**src/design/bprg_pkg.sv**
```systemverilog
`timescale 1ns / 1ps
// ----------------------------------------------------------------------------
// Bitplane resolution guesser package
// Shared types, constants and chunk-building functions.
// ----------------------------------------------------------------------------
package bprg_pkg;

    localparam int COUNT_W = 15;
    localparam logic [COUNT_W-1:0] COUNT_MAX = {COUNT_W{1'b1}};

    // Guessed resolution codes.
    localparam logic [1:0] RES_LOW    = 2'd0;
    localparam logic [1:0] RES_MEDIUM = 2'd1;
    localparam logic [1:0] RES_MONO   = 2'd2;

    // Byte positions inside the eight-byte group that close a plane group.
    localparam logic [2:0] POS_MED_FIRST_END = 3'd3;
    localparam logic [2:0] POS_GROUP_END     = 3'd7;

    typedef logic [COUNT_W-1:0] count_t;
    typedef logic [3:0][7:0] med_chunks_t;
    typedef logic [7:0][7:0] low_chunks_t;

    typedef struct packed {
        logic       valid;
        logic [7:0] image_byte;
        logic       is_last;
    } bprg_item_t;

    typedef struct packed {
        logic       valid;
        logic [1:0] resolution;
        count_t     mono_repeats;
        count_t     medium_repeats;
        count_t     low_repeats;
    } bprg_result_t;

    // Two plane words give four chunky bytes of four 2-bit pixels.
    function automatic med_chunks_t build_medium(input logic [15:0] w1,
                                                 input logic [15:0] w2);
        med_chunks_t ch;
        ch = '0;
        for (int c = 0; c < 4; c++) begin
            for (int k = 0; k < 4; k++) begin
                ch[c][7-2*k] = w1[15-4*c-k];
                ch[c][6-2*k] = w2[15-4*c-k];
            end
        end
        return ch;
    endfunction

    // Four plane words give eight chunky bytes of two 4-bit pixels.
    function automatic low_chunks_t build_low(input logic [15:0] w1,
                                              input logic [15:0] w2,
                                              input logic [15:0] w3,
                                              input logic [15:0] w4);
        low_chunks_t ch;
        ch = '0;
        for (int c = 0; c < 8; c++) begin
            for (int k = 0; k < 2; k++) begin
                ch[c][7-4*k] = w1[15-2*c-k];
                ch[c][6-4*k] = w2[15-2*c-k];
                ch[c][5-4*k] = w3[15-2*c-k];
                ch[c][4-4*k] = w4[15-2*c-k];
            end
        end
        return ch;
    endfunction

    function automatic logic [3:0] repeats_medium(input logic [7:0] prev,
                                                  input med_chunks_t ch);
        logic [3:0] n;
        n = (ch[0] == prev) ? 4'd1 : 4'd0;
        for (int i = 1; i < 4; i++) begin
            if (ch[i] == ch[i-1]) begin
                n = n + 4'd1;
            end
        end
        return n;
    endfunction

    function automatic logic [3:0] repeats_low(input logic [7:0] prev,
                                               input low_chunks_t ch);
        logic [3:0] n;
        n = (ch[0] == prev) ? 4'd1 : 4'd0;
        for (int i = 1; i < 8; i++) begin
            if (ch[i] == ch[i-1]) begin
                n = n + 4'd1;
            end
        end
        return n;
    endfunction

    function automatic count_t sat_add(input count_t count, input logic [3:0] inc);
        logic [COUNT_W:0] sum;
        sum = {1'b0, count} + {{(COUNT_W-3){1'b0}}, inc};
        if (sum > {1'b0, COUNT_MAX}) begin
            return COUNT_MAX;
        end
        return sum[COUNT_W-1:0];
    endfunction

endpackage

```
**src/design/bprg_in_stage.sv**
```systemverilog
`timescale 1ns / 1ps
// ----------------------------------------------------------------------------
// Input register
// Holds one accepted item until the core consumes it.
// ----------------------------------------------------------------------------
module bprg_in_stage (
    input  logic                 aclk,
    input  logic                 aresetn,
    input  logic                 s_valid,
    output logic                 s_ready,
    input  logic [7:0]           s_image_byte,
    input  logic                 s_is_last,
    input  logic                 consume,
    output bprg_pkg::bprg_item_t item
);
    import bprg_pkg::*;

    logic       valid_reg;
    logic       valid_next;
    logic [7:0] byte_reg;
    logic       last_reg;

    assign s_ready    = !valid_reg || consume;
    assign valid_next = s_ready ? s_valid : valid_reg;

    always_ff @(posedge aclk) begin
        if (!aresetn) begin
            valid_reg <= 1'b0;
        end else begin
            valid_reg <= valid_next;
        end
        if (s_valid && s_ready) begin
            byte_reg <= s_image_byte;
            last_reg <= s_is_last;
        end
    end

    assign item.valid      = valid_reg;
    assign item.image_byte = byte_reg;
    assign item.is_last    = last_reg;

endmodule

```
**src/design/bprg_core.sv**
```systemverilog
`timescale 1ns / 1ps
// ----------------------------------------------------------------------------
// Repeat counting core
// Keeps the per-image state and tallies repeats under the three readings.
// ----------------------------------------------------------------------------
module bprg_core (
    input  logic                   aclk,
    input  logic                   aresetn,
    input  bprg_pkg::bprg_item_t   item,
    input  logic                   out_free,
    output logic                   consume,
    output bprg_pkg::bprg_result_t result
);
    import bprg_pkg::*;

    logic [7:0]  prev_mono_reg,  prev_mono_next;
    logic [7:0]  prev_med_reg,   prev_med_next;
    logic [7:0]  prev_low_reg,   prev_low_next;
    count_t      mono_count_reg, mono_count_next;
    count_t      med_count_reg,  med_count_next;
    count_t      low_count_reg,  low_count_next;
    logic [55:0] group_reg,      group_next;
    logic [2:0]  pos_reg,        pos_next;

    logic [63:0] full;
    med_chunks_t med_chunks;
    low_chunks_t low_chunks;
    count_t      mono_upd, med_upd, low_upd;
    logic [7:0]  prev_mono_upd, prev_med_upd, prev_low_upd;

    // A last item needs the result register free; other items never wait.
    assign consume = item.valid && (!item.is_last || out_free);

    assign full       = {group_reg, item.image_byte};
    assign med_chunks = build_medium(full[31:16], full[15:0]);
    assign low_chunks = build_low(full[63:48], full[47:32], full[31:16], full[15:0]);

    always_comb begin
        mono_upd      = mono_count_reg;
        prev_mono_upd = prev_mono_reg;
        if (item.image_byte == prev_mono_reg) begin
            mono_upd = sat_add(mono_count_reg, 4'd1);
        end else begin
            prev_mono_upd = item.image_byte;
        end

        med_upd      = med_count_reg;
        prev_med_upd = prev_med_reg;
        if (pos_reg inside {POS_MED_FIRST_END, POS_GROUP_END}) begin
            med_upd      = sat_add(med_count_reg, repeats_medium(prev_med_reg, med_chunks));
            prev_med_upd = med_chunks[3];
        end

        low_upd      = low_count_reg;
        prev_low_upd = prev_low_reg;
        if (pos_reg == POS_GROUP_END) begin
            low_upd      = sat_add(low_count_reg, repeats_low(prev_low_reg, low_chunks));
            prev_low_upd = low_chunks[7];
        end
    end

    always_comb begin
        prev_mono_next  = prev_mono_reg;
        prev_med_next   = prev_med_reg;
        prev_low_next   = prev_low_reg;
        mono_count_next = mono_count_reg;
        med_count_next  = med_count_reg;
        low_count_next  = low_count_reg;
        group_next      = group_reg;
        pos_next        = pos_reg;
        if (consume) begin
            if (item.is_last) begin
                // The image is done: start the next one from a clean state.
                prev_mono_next  = '0;
                prev_med_next   = '0;
                prev_low_next   = '0;
                mono_count_next = '0;
                med_count_next  = '0;
                low_count_next  = '0;
                group_next      = '0;
                pos_next        = '0;
            end else begin
                prev_mono_next  = prev_mono_upd;
                prev_med_next   = prev_med_upd;
                prev_low_next   = prev_low_upd;
                mono_count_next = mono_upd;
                med_count_next  = med_upd;
                low_count_next  = low_upd;
                group_next      = full[55:0];
                pos_next        = pos_reg + 3'd1;
            end
        end
    end

    always_ff @(posedge aclk) begin
        if (!aresetn) begin
            prev_mono_reg  <= '0;
            prev_med_reg   <= '0;
            prev_low_reg   <= '0;
            mono_count_reg <= '0;
            med_count_reg  <= '0;
            low_count_reg  <= '0;
            group_reg      <= '0;
            pos_reg        <= '0;
        end else begin
            prev_mono_reg  <= prev_mono_next;
            prev_med_reg   <= prev_med_next;
            prev_low_reg   <= prev_low_next;
            mono_count_reg <= mono_count_next;
            med_count_reg  <= med_count_next;
            low_count_reg  <= low_count_next;
            group_reg      <= group_next;
            pos_reg        <= pos_next;
        end
    end

    always_comb begin
        result.valid          = consume && item.is_last;
        result.mono_repeats   = mono_upd;
        result.medium_repeats = med_upd;
        result.low_repeats    = low_upd;
        if (mono_upd >= low_upd && mono_upd >= med_upd) begin
            result.resolution = RES_MONO;
        end else if (med_upd > low_upd) begin
            result.resolution = RES_MEDIUM;
        end else begin
            result.resolution = RES_LOW;
        end
    end

endmodule

```
**src/design/bprg_out_stage.sv**
```systemverilog
`timescale 1ns / 1ps
// ----------------------------------------------------------------------------
// Result register
// Holds one finished result until the receiver takes it.
// ----------------------------------------------------------------------------
module bprg_out_stage (
    input  logic                   aclk,
    input  logic                   aresetn,
    input  bprg_pkg::bprg_result_t result,
    output logic                   out_free,
    output logic                   m_valid,
    input  logic                   m_ready,
    output logic [1:0]             m_resolution,
    output logic [14:0]            m_mono_repeats,
    output logic [14:0]            m_medium_repeats,
    output logic [14:0]            m_low_repeats
);
    import bprg_pkg::*;

    logic       valid_reg;
    logic       valid_next;
    logic [1:0] res_reg;
    count_t     mono_reg;
    count_t     med_reg;
    count_t     low_reg;

    assign out_free   = !valid_reg || m_ready;
    assign valid_next = result.valid ? 1'b1 : (valid_reg && !m_ready);

    always_ff @(posedge aclk) begin
        if (!aresetn) begin
            valid_reg <= 1'b0;
        end else begin
            valid_reg <= valid_next;
        end
        if (result.valid) begin
            res_reg  <= result.resolution;
            mono_reg <= result.mono_repeats;
            med_reg  <= result.medium_repeats;
            low_reg  <= result.low_repeats;
        end
    end

    assign m_valid          = valid_reg;
    assign m_resolution     = res_reg;
    assign m_mono_repeats   = mono_reg;
    assign m_medium_repeats = med_reg;
    assign m_low_repeats    = low_reg;

endmodule

```
**src/design/bitplane_resolution_guesser_top.sv**
```systemverilog
`timescale 1ns / 1ps
// ----------------------------------------------------------------------------
// Bitplane resolution guesser
// Guesses the plane layout of a raw screen image from repeat counts.
// ----------------------------------------------------------------------------
// The input channel carries one raw screen byte per item, in memory order,
// with s_is_last set on the final byte of an image. The result channel carries
// one item per image: the guessed resolution and the three repeat counts.
//
// An accepted item lands in an input register. When the core consumes it, the
// core compares it against the stored state for the mono, two-plane and
// four-plane readings and updates the counts; a group of four or eight bytes
// is unpacked and tallied in that same cycle. On the last byte the result is
// loaded into the result register, which drives m_valid. A last byte waits in
// the input register until the result register is free; otherwise the block
// takes one item per cycle.
//
// Reset (aresetn low at a clock edge) empties both registers and clears all
// counts. After each last item the state clears by itself for the next image.
// When the receiver stalls, ordinary bytes keep flowing; only a last byte
// waits in the input register until the result register is free.
// ----------------------------------------------------------------------------
module bitplane_resolution_guesser_top (
    input  logic        aclk,
    input  logic        aresetn,
    input  logic        s_valid,
    output logic        s_ready,
    input  logic [7:0]  s_image_byte,
    input  logic        s_is_last,
    output logic        m_valid,
    input  logic        m_ready,
    output logic [1:0]  m_resolution,
    output logic [14:0] m_mono_repeats,
    output logic [14:0] m_medium_repeats,
    output logic [14:0] m_low_repeats
);
    import bprg_pkg::*;

    bprg_item_t   in_item;
    bprg_result_t core_result;
    logic         consume;
    logic         out_free;

    // Input register: one item of buffering ahead of the core.
    bprg_in_stage u_in_stage (
        .aclk         (aclk),
        .aresetn      (aresetn),
        .s_valid      (s_valid),
        .s_ready      (s_ready),
        .s_image_byte (s_image_byte),
        .s_is_last    (s_is_last),
        .consume      (consume),
        .item         (in_item)
    );

    // Core: the three readings and their repeat counts.
    bprg_core u_core (
        .aclk     (aclk),
        .aresetn  (aresetn),
        .item     (in_item),
        .out_free (out_free),
        .consume  (consume),
        .result   (core_result)
    );

    // Result register toward the receiver.
    bprg_out_stage u_out_stage (
        .aclk             (aclk),
        .aresetn          (aresetn),
        .result           (core_result),
        .out_free         (out_free),
        .m_valid          (m_valid),
        .m_ready          (m_ready),
        .m_resolution     (m_resolution),
        .m_mono_repeats   (m_mono_repeats),
        .m_medium_repeats (m_medium_repeats),
        .m_low_repeats    (m_low_repeats)
    );

    // A new result only ever follows the consumption of a last item.
    a_result_from_last: assert property (@(posedge aclk) disable iff (!aresetn)
        $rose(m_valid) |-> $past(in_item.valid && in_item.is_last))
        else $error("result appeared without a last item");

    // The guess is always one of the three defined codes.
    a_resolution_code: assert property (@(posedge aclk) disable iff (!aresetn)
        m_valid |-> (m_resolution == RES_LOW || m_resolution == RES_MEDIUM ||
                     m_resolution == RES_MONO))
        else $error("undefined resolution code");

    // A mono guess means the mono count ties or beats both other counts.
    a_mono_wins: assert property (@(posedge aclk) disable iff (!aresetn)
        (m_valid && m_resolution == RES_MONO) |->
            (m_mono_repeats >= m_medium_repeats && m_mono_repeats >= m_low_repeats))
        else $error("mono guess without mono count winning");

endmodule

```
**config.mk**
```make
export PLATFORM = sky130hd
export DESIGN_NAME = bitplane_resolution_guesser_top
export DESIGN_NICKNAME = d
export VERILOG_FILES = /design/src/design/bprg_pkg.sv /design/src/design/bprg_in_stage.sv /design/src/design/bprg_core.sv /design/src/design/bprg_out_stage.sv /design/src/design/bitplane_resolution_guesser_top.sv
export SDC_FILE = /design/constraint.sdc
export NUM_CORES = 1
export LEC_CHECK = 0
export ABC_AREA = 1
export CAP_MARGIN = 20
export CORE_MARGIN = 4
export CORE_UTILIZATION = 64
export DETAILED_ROUTE_END_ITERATION = 8
export DONT_BUFFER_PORTS = 1
export PLACE_DENSITY = 0.86
export SLEW_MARGIN = 5
export SYNTH_ARGS = -nofsm -noshare
export SYNTH_HDL_FRONTEND = slang
export SYNTH_SLANG_ARGS = --single-unit
```
**constraint.sdc**
```tcl
create_clock -name aclk -period 20.3 [get_ports aclk]
set_clock_uncertainty 0.2 [all_clocks]
set_input_delay 4.06 -clock aclk [delete_from_list [all_inputs] [get_ports aclk]]
set_output_delay 4.06 -clock aclk [all_outputs]
set_load 0.005 [all_outputs]
```
==> results.txt, run 1 <==
status: finished, final reports clean
Synthesis Warnings: 0
Via density: 5.75
Die Ht: 142 um
Crit path depth: 2
drt drc: 0
Hold Crit Depth: 2
post-CTS sizing: 0
crit share post-route: 42.4%
TritonCTS buffer count: 17
CTS Hold Bufs: 0
CP endpoint kind: output port
max frequency: 116 MHz
I/O Buffers: 0
Crit path max-delay family: simple AND/OR/NAND/NOR gates
final setup TNS: 0 ps
Max Cap Violations: 0
Clock Tree Root: clkbuf_16
Post-DRT Antenna Nets: 0
TritonCTS sink count: 186
Die Area: 0.0201 sq mm
pwr/cell area: 68.9 mW/mm^2
post-route cell area: 0.0121 sq mm
Avg Inst Size Synth: 7.22 sq um
Worst path slowest cell: nand3_1
Die X: 142 um
post-CTS setup buffers: 0
asr flop ratio synth: 0%
highest cell delay on the worst timing path: 150 ps
Multi-input gate area: 0.00624 sq mm
Startpoint Class: input pin
Layout area overhead: 5.58%
CORE AREA: 0.0174 sq mm
post-synthesis sequential area ratio: 37.3%
final wirelength: 28,100 um
CP Data Required Time: 16,040 ps
Mapped Area: 0.0115 sq mm
placer congestion estimate: 0.910
VDD IR max: 0.0649 mV
vias in the first global route: 9,531
row count: 48
Yosys cell types: 59
ANT cells: 0
Arr. time, crit path: 4350 ps
Rel. slew slack: 25.0%
drt pass-1 iters: 5
Fin. Hold Viols: 0
hold crit path type: register to register
fillcell total: 1,393
clk_lat worst skew: 450 ps
Register Area: 0.00428 sq mm
GR Overflow Total: 0
Post-synth top flop: dfxtp_1
HPWL after DPL: 19,900 um
Crit Path Category: input pin to output port
global-route wire length before repair: 45,800 um
Tmin final: 8610 ps
Finished Core Util: 69.6%
Starting Density: 65.9%
Worst Reg-to-Reg Cells: 44
initial antenna violation count: 0
via count: 10,300
CTS H-Tree Depth: 4
RSZ-0062 raised after global routing: no
maximum clock path buffer count: 2
setup violators final: 0
Post-Syn Instances: 1,590
Setup WS pre-CTS: 11,690 ps
Cell Chain, Critical Path: nor2_1 -> nand3_1
Final WS setup: 11,690 ps
Slew Limit Fails: 0
post-layout net count: 1,613
Worst Tran Pin Value: 1120 ps
Pleak: 5.30 nW
clock slew at reported path FFs: 70 ps
DP Area: 0.0115 sq mm
Crit Path Max Fanout: 3
Total GRT Usage: 28.2%
io pins: 62
overall power: 0.835 mW
largest net degree at the start of global routing: 104
Seq cells post-synth: 186
CTS tree: done
Detailed Route Iter0 Violations: 972
DR WL/cell: 15.8 um
max reg flops: 56
Post-Synthesis Net Count: 1,658
EDFF count, synth: 56
worst path buffer plus inverter count: 0
share of cells above drive strength 1: 8.47%
cell families (layout without fill, tap and decap cells):
| logic type | count (synthesis) | count (layout) | synth area share, % |
|---|---|---|---|
| and+or+nand+nor | 817 | 817 | 32.1 |
| buffers and inverters | 244 | 212 | 8.40 |
| AOI/OAI and AO/OA | 201 | 201 | 9.41 |
| DFF | 186 | 186 | 37.3 |
| xor gates and xnor gates | 85 | 85 | 6.49 |
| adders and majority gates | 55 | 55 | 6.13 |
| other | 1 | 1 | 0.0327 |
| muxes | 1 | 1 | 0.0981 |
final cells by class:
class,instances,share of cell area [%]
Clock inverter,15,1.56
Multi-Input combinational cell,1160,51.5
Inverter,176,5.47
Sequential cell,186,35.4
Tap cell,225,2.32
Timing Repair Buffer,4,0.248
Clock buffer,17,3.51
cell usage in the layout (no fill, tap or decap), types with 5 or more instances in the layout:
cell	instances
nand3_1	69
xor2_1	59
nand2_2	18
xnor2_1	26
nor4_1	8
nor2_2	7
inv_8	6
inv_2	17
nand2_1	504
ha_1	53
nor2_1	86
nand3_2	12
edfxtp_1	56
o21ai_0	20
nand4_1	35
a21oi_1	152
nor2_4	5
nand3b_1	8
dfxtp_1	130
o21ai_1	5
or2_2	18
nor3_1	20
clkbuf_16	17
inv_1	155
stage by stage:
| stage | hold WS (ps) | std cells |
|---|---|---|
| after floorplan | 243 | 1590 |
| after global placement | 257 | 1751 |
| after detailed placement | 265 | 1751 |
| after CTS | 276 | 1783 |
| after global routing | 294 | 1783 |
| final | 276 | 1783 |
synth_stat cells, drive strengths merged (2+ instances only):
master / count / area, sq um
nand4: 36 / 231
fa: 2 / 40.0
a21boi: 2 / 15.0
or4: 3 / 22.5
dfxtp: 130 / 2600
ha: 53 / 663
o21a: 2 / 15.0
o21ai: 27 / 143
nor3b: 4 / 35.0
and3: 3 / 18.8
xor2: 59 / 517
clkinv: 3 / 11.3
a21oi: 155 / 795
edfxtp: 56 / 1680
buf: 23 / 130
inv: 173 / 649
or2: 20 / 125
nor4: 8 / 50.1
a31oi: 2 / 12.5
o21bai: 4 / 30.0
nor2: 98 / 415
nand3b: 8 / 60.1
o211ai: 2 / 15.0
clkbuf: 45 / 173
xnor2: 26 / 228
nand3: 84 / 518
a211oi: 2 / 15.0
nor3: 24 / 146
nand2: 524 / 2020
and3b: 4 / 35.0
tightest hold or removal path, cell delays in order (launching register included):
cell	delay, ps
dfxtp_1	320
nand2_1	60
a21oi_1	50
per-layer routing:
layer | global-route usage, % | wire length (um)
met5 | 0 | 0
met4 | 12.5 | 1060
met3 | 4.52 | 1460
met2 | 48.6 | 13600
met1 | 34.7 | 12000
final timing paths:
kind | startpoint | to | slack, ps
setup / recovery | m_ready | s_ready | 11690
hold / removal | u_core.prev_low_reg[5]$_SDFFE_PN0P_ | u_core.prev_low_reg[5]$_SDFFE_PN0P_ | 280
setup reg to reg | u_core.group_reg[20]$_SDFFE_PN0P_ | u_out_stage.m_resolution[0]$_SDFFCE_PP0P_ | 11980
hold reg to reg | u_core.prev_low_reg[5]$_SDFFE_PN0P_ | u_core.prev_low_reg[5]$_SDFFE_PN0P_ | 280
where the power goes:
part	switching, mW	leakage, nW	internal (mW)
clock	0.169	0.299	0.179
sequential	0.00548	1.63	0.385
combinational	0.0634	3.38	0.0325
No activity file was read; power rests on OpenSTA's default activity.
==> inputs of run 2 (changes only) <==
--- a/config.mk
+++ b/config.mk
@@ -8,10 +8,10 @@
 export ABC_AREA = 1
 export CAP_MARGIN = 20
 export CORE_MARGIN = 4
-export CORE_UTILIZATION = 64
+export CORE_UTILIZATION = 59
 export DETAILED_ROUTE_END_ITERATION = 8
 export DONT_BUFFER_PORTS = 1
-export PLACE_DENSITY = 0.86
+export PLACE_DENSITY = 0.84
 export SLEW_MARGIN = 5
 export SYNTH_ARGS = -nofsm -noshare
 export SYNTH_HDL_FRONTEND = slang
==> constraint.sdc (replaced) <==
create_clock -name aclk -period 7.4 [get_ports aclk]
set_clock_uncertainty 0.2 [all_clocks]
set_input_delay 1.48 -clock aclk [delete_from_list [all_inputs] [get_ports aclk]]
set_output_delay 1.48 -clock aclk [all_outputs]
set_load 0.005 [all_outputs]
==> results.txt, run 2 (same netlist as run 1, synthesis figures left out) <==
status: finished, final reports clean
post-route cell area: 0.0126 sq mm (+4.1%)
max frequency: 140 MHz
drt pass-1 iters: 7 (+2)
hold crit path type: register to register
Clock Tree Root: clkbuf_16
Final WS setup: 273 ps (-11,420 ps)
CORE AREA: 0.0189 sq mm (+8.5%)
overall power: 2.30 mW (+180%)
Pleak: 5.53 nW (+4.3%)
HPWL after DPL: 20,900 um (+5.0%)
crit share post-route: 96.3%
Die Ht: 147 um (+3.9%)
highest cell delay on the worst timing path: 340 ps (+190 ps)
setup violators final: 0 (unchanged)
fillcell total: 1,560 (+12%)
row count: 50 (+4.2%)
Tmin final: 7130 ps
Starting Density: 60.7% (-5.1 points)
most used cell, CP: inv_1
Total GRT Usage: 26.9% (-1.3 points)
Post-DRT Antenna Nets: 0 (unchanged)
io pins: 62 (unchanged)
Die X: 147 um (+3.9%)
via count: 10,600 (+3.7%)
clk_lat worst skew: 450 ps (about the same)
DP Area: 0.0118 sq mm (+2.6%)
I/O Buffers: 0 (unchanged)
worst reg2reg setup slack: 270 ps (-11,710 ps)
Layout area overhead: 9.93%
clock slew at reported path FFs: 80 ps (about the same)
Startpoint Class: register
Max Cap Violations: 0 (unchanged)
Worst Reg-to-Reg Cells: 44 (unchanged)
Hold Startpoint: u_core.prev_low_reg[7]$_SDFFE_PN0P_
post-layout net count: 1,656 (+2.7%)
commonest non-fill, non-tap cell in the layout: nand2_1
max reg flops: 56 (unchanged)
CTS H-Tree Depth: 4 (unchanged)
r2r endpoint: u_out_stage.m_resolution[0]$_SDFFCE_PP0P_
share of cells above drive strength 1: 12.4% (+3.9 points)
pwr/cell area: 183 mW/mm^2 (+160%)
Die Area: 0.0217 sq mm (+8.0%)
Crit Path Max Fanout: 3 (unchanged)
GR Overflow Total: 0 (unchanged)
Crit Path Category: register to register
Via density: 5.72 (-0.69%)
vias in the first global route: 9,794 (+2.8%)
commonest cells after routing, fill and taps aside: nand2_1, inv_1, a21oi_1
Detailed Route Iter0 Violations: 1,148 (+18%)
placer congestion estimate: 0.916 (+0.64%)
DR WL/cell: 16.2 um (+2.7%)
CP endpoint kind: register
maximum clock path buffer count: 2 (unchanged)
RR Startpoint: u_core.group_reg[36]$_SDFFE_PN0P_
global-route wire length before repair: 47,700 um (+4.0%)
initial antenna violation count: 0 (unchanged)
Setup WS pre-CTS: -227 ps (-11,910 ps)
Fin. Hold Viols: 0 (unchanged)
Crit. Startpoint: u_core.group_reg[36]$_SDFFE_PN0P_
Worst Tran Pin Value: 1100 ps (-19.9 ps)
Slew Limit Fails: 0 (unchanged)
CTS tree: done
final wirelength: 30,100 um (+7.2%)
CP endpoint: u_out_stage.m_resolution[0]$_SDFFCE_PP0P_
TritonCTS sink count: 186 (unchanged)
drt drc: 0 (unchanged)
CP Data Required Time: 7410 ps (-8630 ps)
TritonCTS buffer count: 17 (unchanged)
ANT cells: 0 (unchanged)
VDD IR max: 0.170 mV (+160%)
Rel. slew slack: 26.4% (+1.4 points)
largest net degree at the start of global routing: 104 (unchanged)
Worst path slowest cell: fa_2
Arr. time, crit path: 7130 ps (+2780 ps)
[run 2: worst min path at each step]
stage | endpoint | cells after the start
after CTS | u_core.pos_reg[1]$_SDFFE_PN0P_ | 2
after global placement | u_core.pos_reg[0]$_SDFFE_PN0P_ | 1
after detailed placement | u_core.pos_reg[1]$_SDFFE_PN0P_ | 2
after global routing | u_core.prev_mono_reg[1]$_SDFFE_PN0P_ | 2
final | u_core.prev_low_reg[7]$_SDFFE_PN0P_ | 2
after floorplan | u_core.pos_reg[0]$_SDFFE_PN0P_ | 1
[run 2: cell type report]
| cell class | count | area, sq um | area share [%] |
|---|---|---|---|
| clock buffer | 17 | 425 | 3.37 |
| clock inverter | 15 | 131 | 1.04 |
| inverter | 176 | 663 | 5.26 |
| multi-input combinational | 1160 | 6400 | 50.7 |
| sequential | 186 | 4290 | 34.0 |
| tap | 260 | 325 | 2.58 |
| timing repair buffer | 47 | 380 | 3.02 |
[run 2: what timing repair did]
item,CTS,global route
pin swaps,3,21
resized for setup,6,30
setup buffers,1,7
setup endpoints to repair,2,2
hold buffers,0,0
[run 2: metrics by stage]
stage,cells,setup TNS [ps],util (%),hold slack [ps]
detailed placement,1820,-377,62.5,269
finish,1861,0,66.8,282
CTS,1853,0,65.5,279
floorplan,1590,0,-,243
global placement,1820,0,62.5,258
global route,1861,-185,66.8,305
[run 2: critical path, delay by kind of cell (launching register included)]
family                   cells  cell delay [ps]
adder cells (fa/ha/maj)      8             2080
buffers and inverters        8              540
AO/OA/AOI/OAI                5              600
flip-flops                   1              320
AND/OR/NAND/NOR             23             3130
[run 2: report_power, final]
part | internal [mW] | switching, mW | leakage, nW
registers | 1.06 | 0.0144 | 1.62
logic | 0.139 | 0.210 | 3.64
clock network | 0.441 | 0.439 | 0.265
[run 2: routing by layer]
layer | up-vias | global-route usage, % | routed length [um]
li1 | 5133 | - | -
met3 | 105 | 4.20 | 2010
met1 | 4916 | 33.4 | 12200
met4 | 0 | 12.0 | 1230
met5 | - | 0 | 0
met2 | 482 | 46.3 | 14700
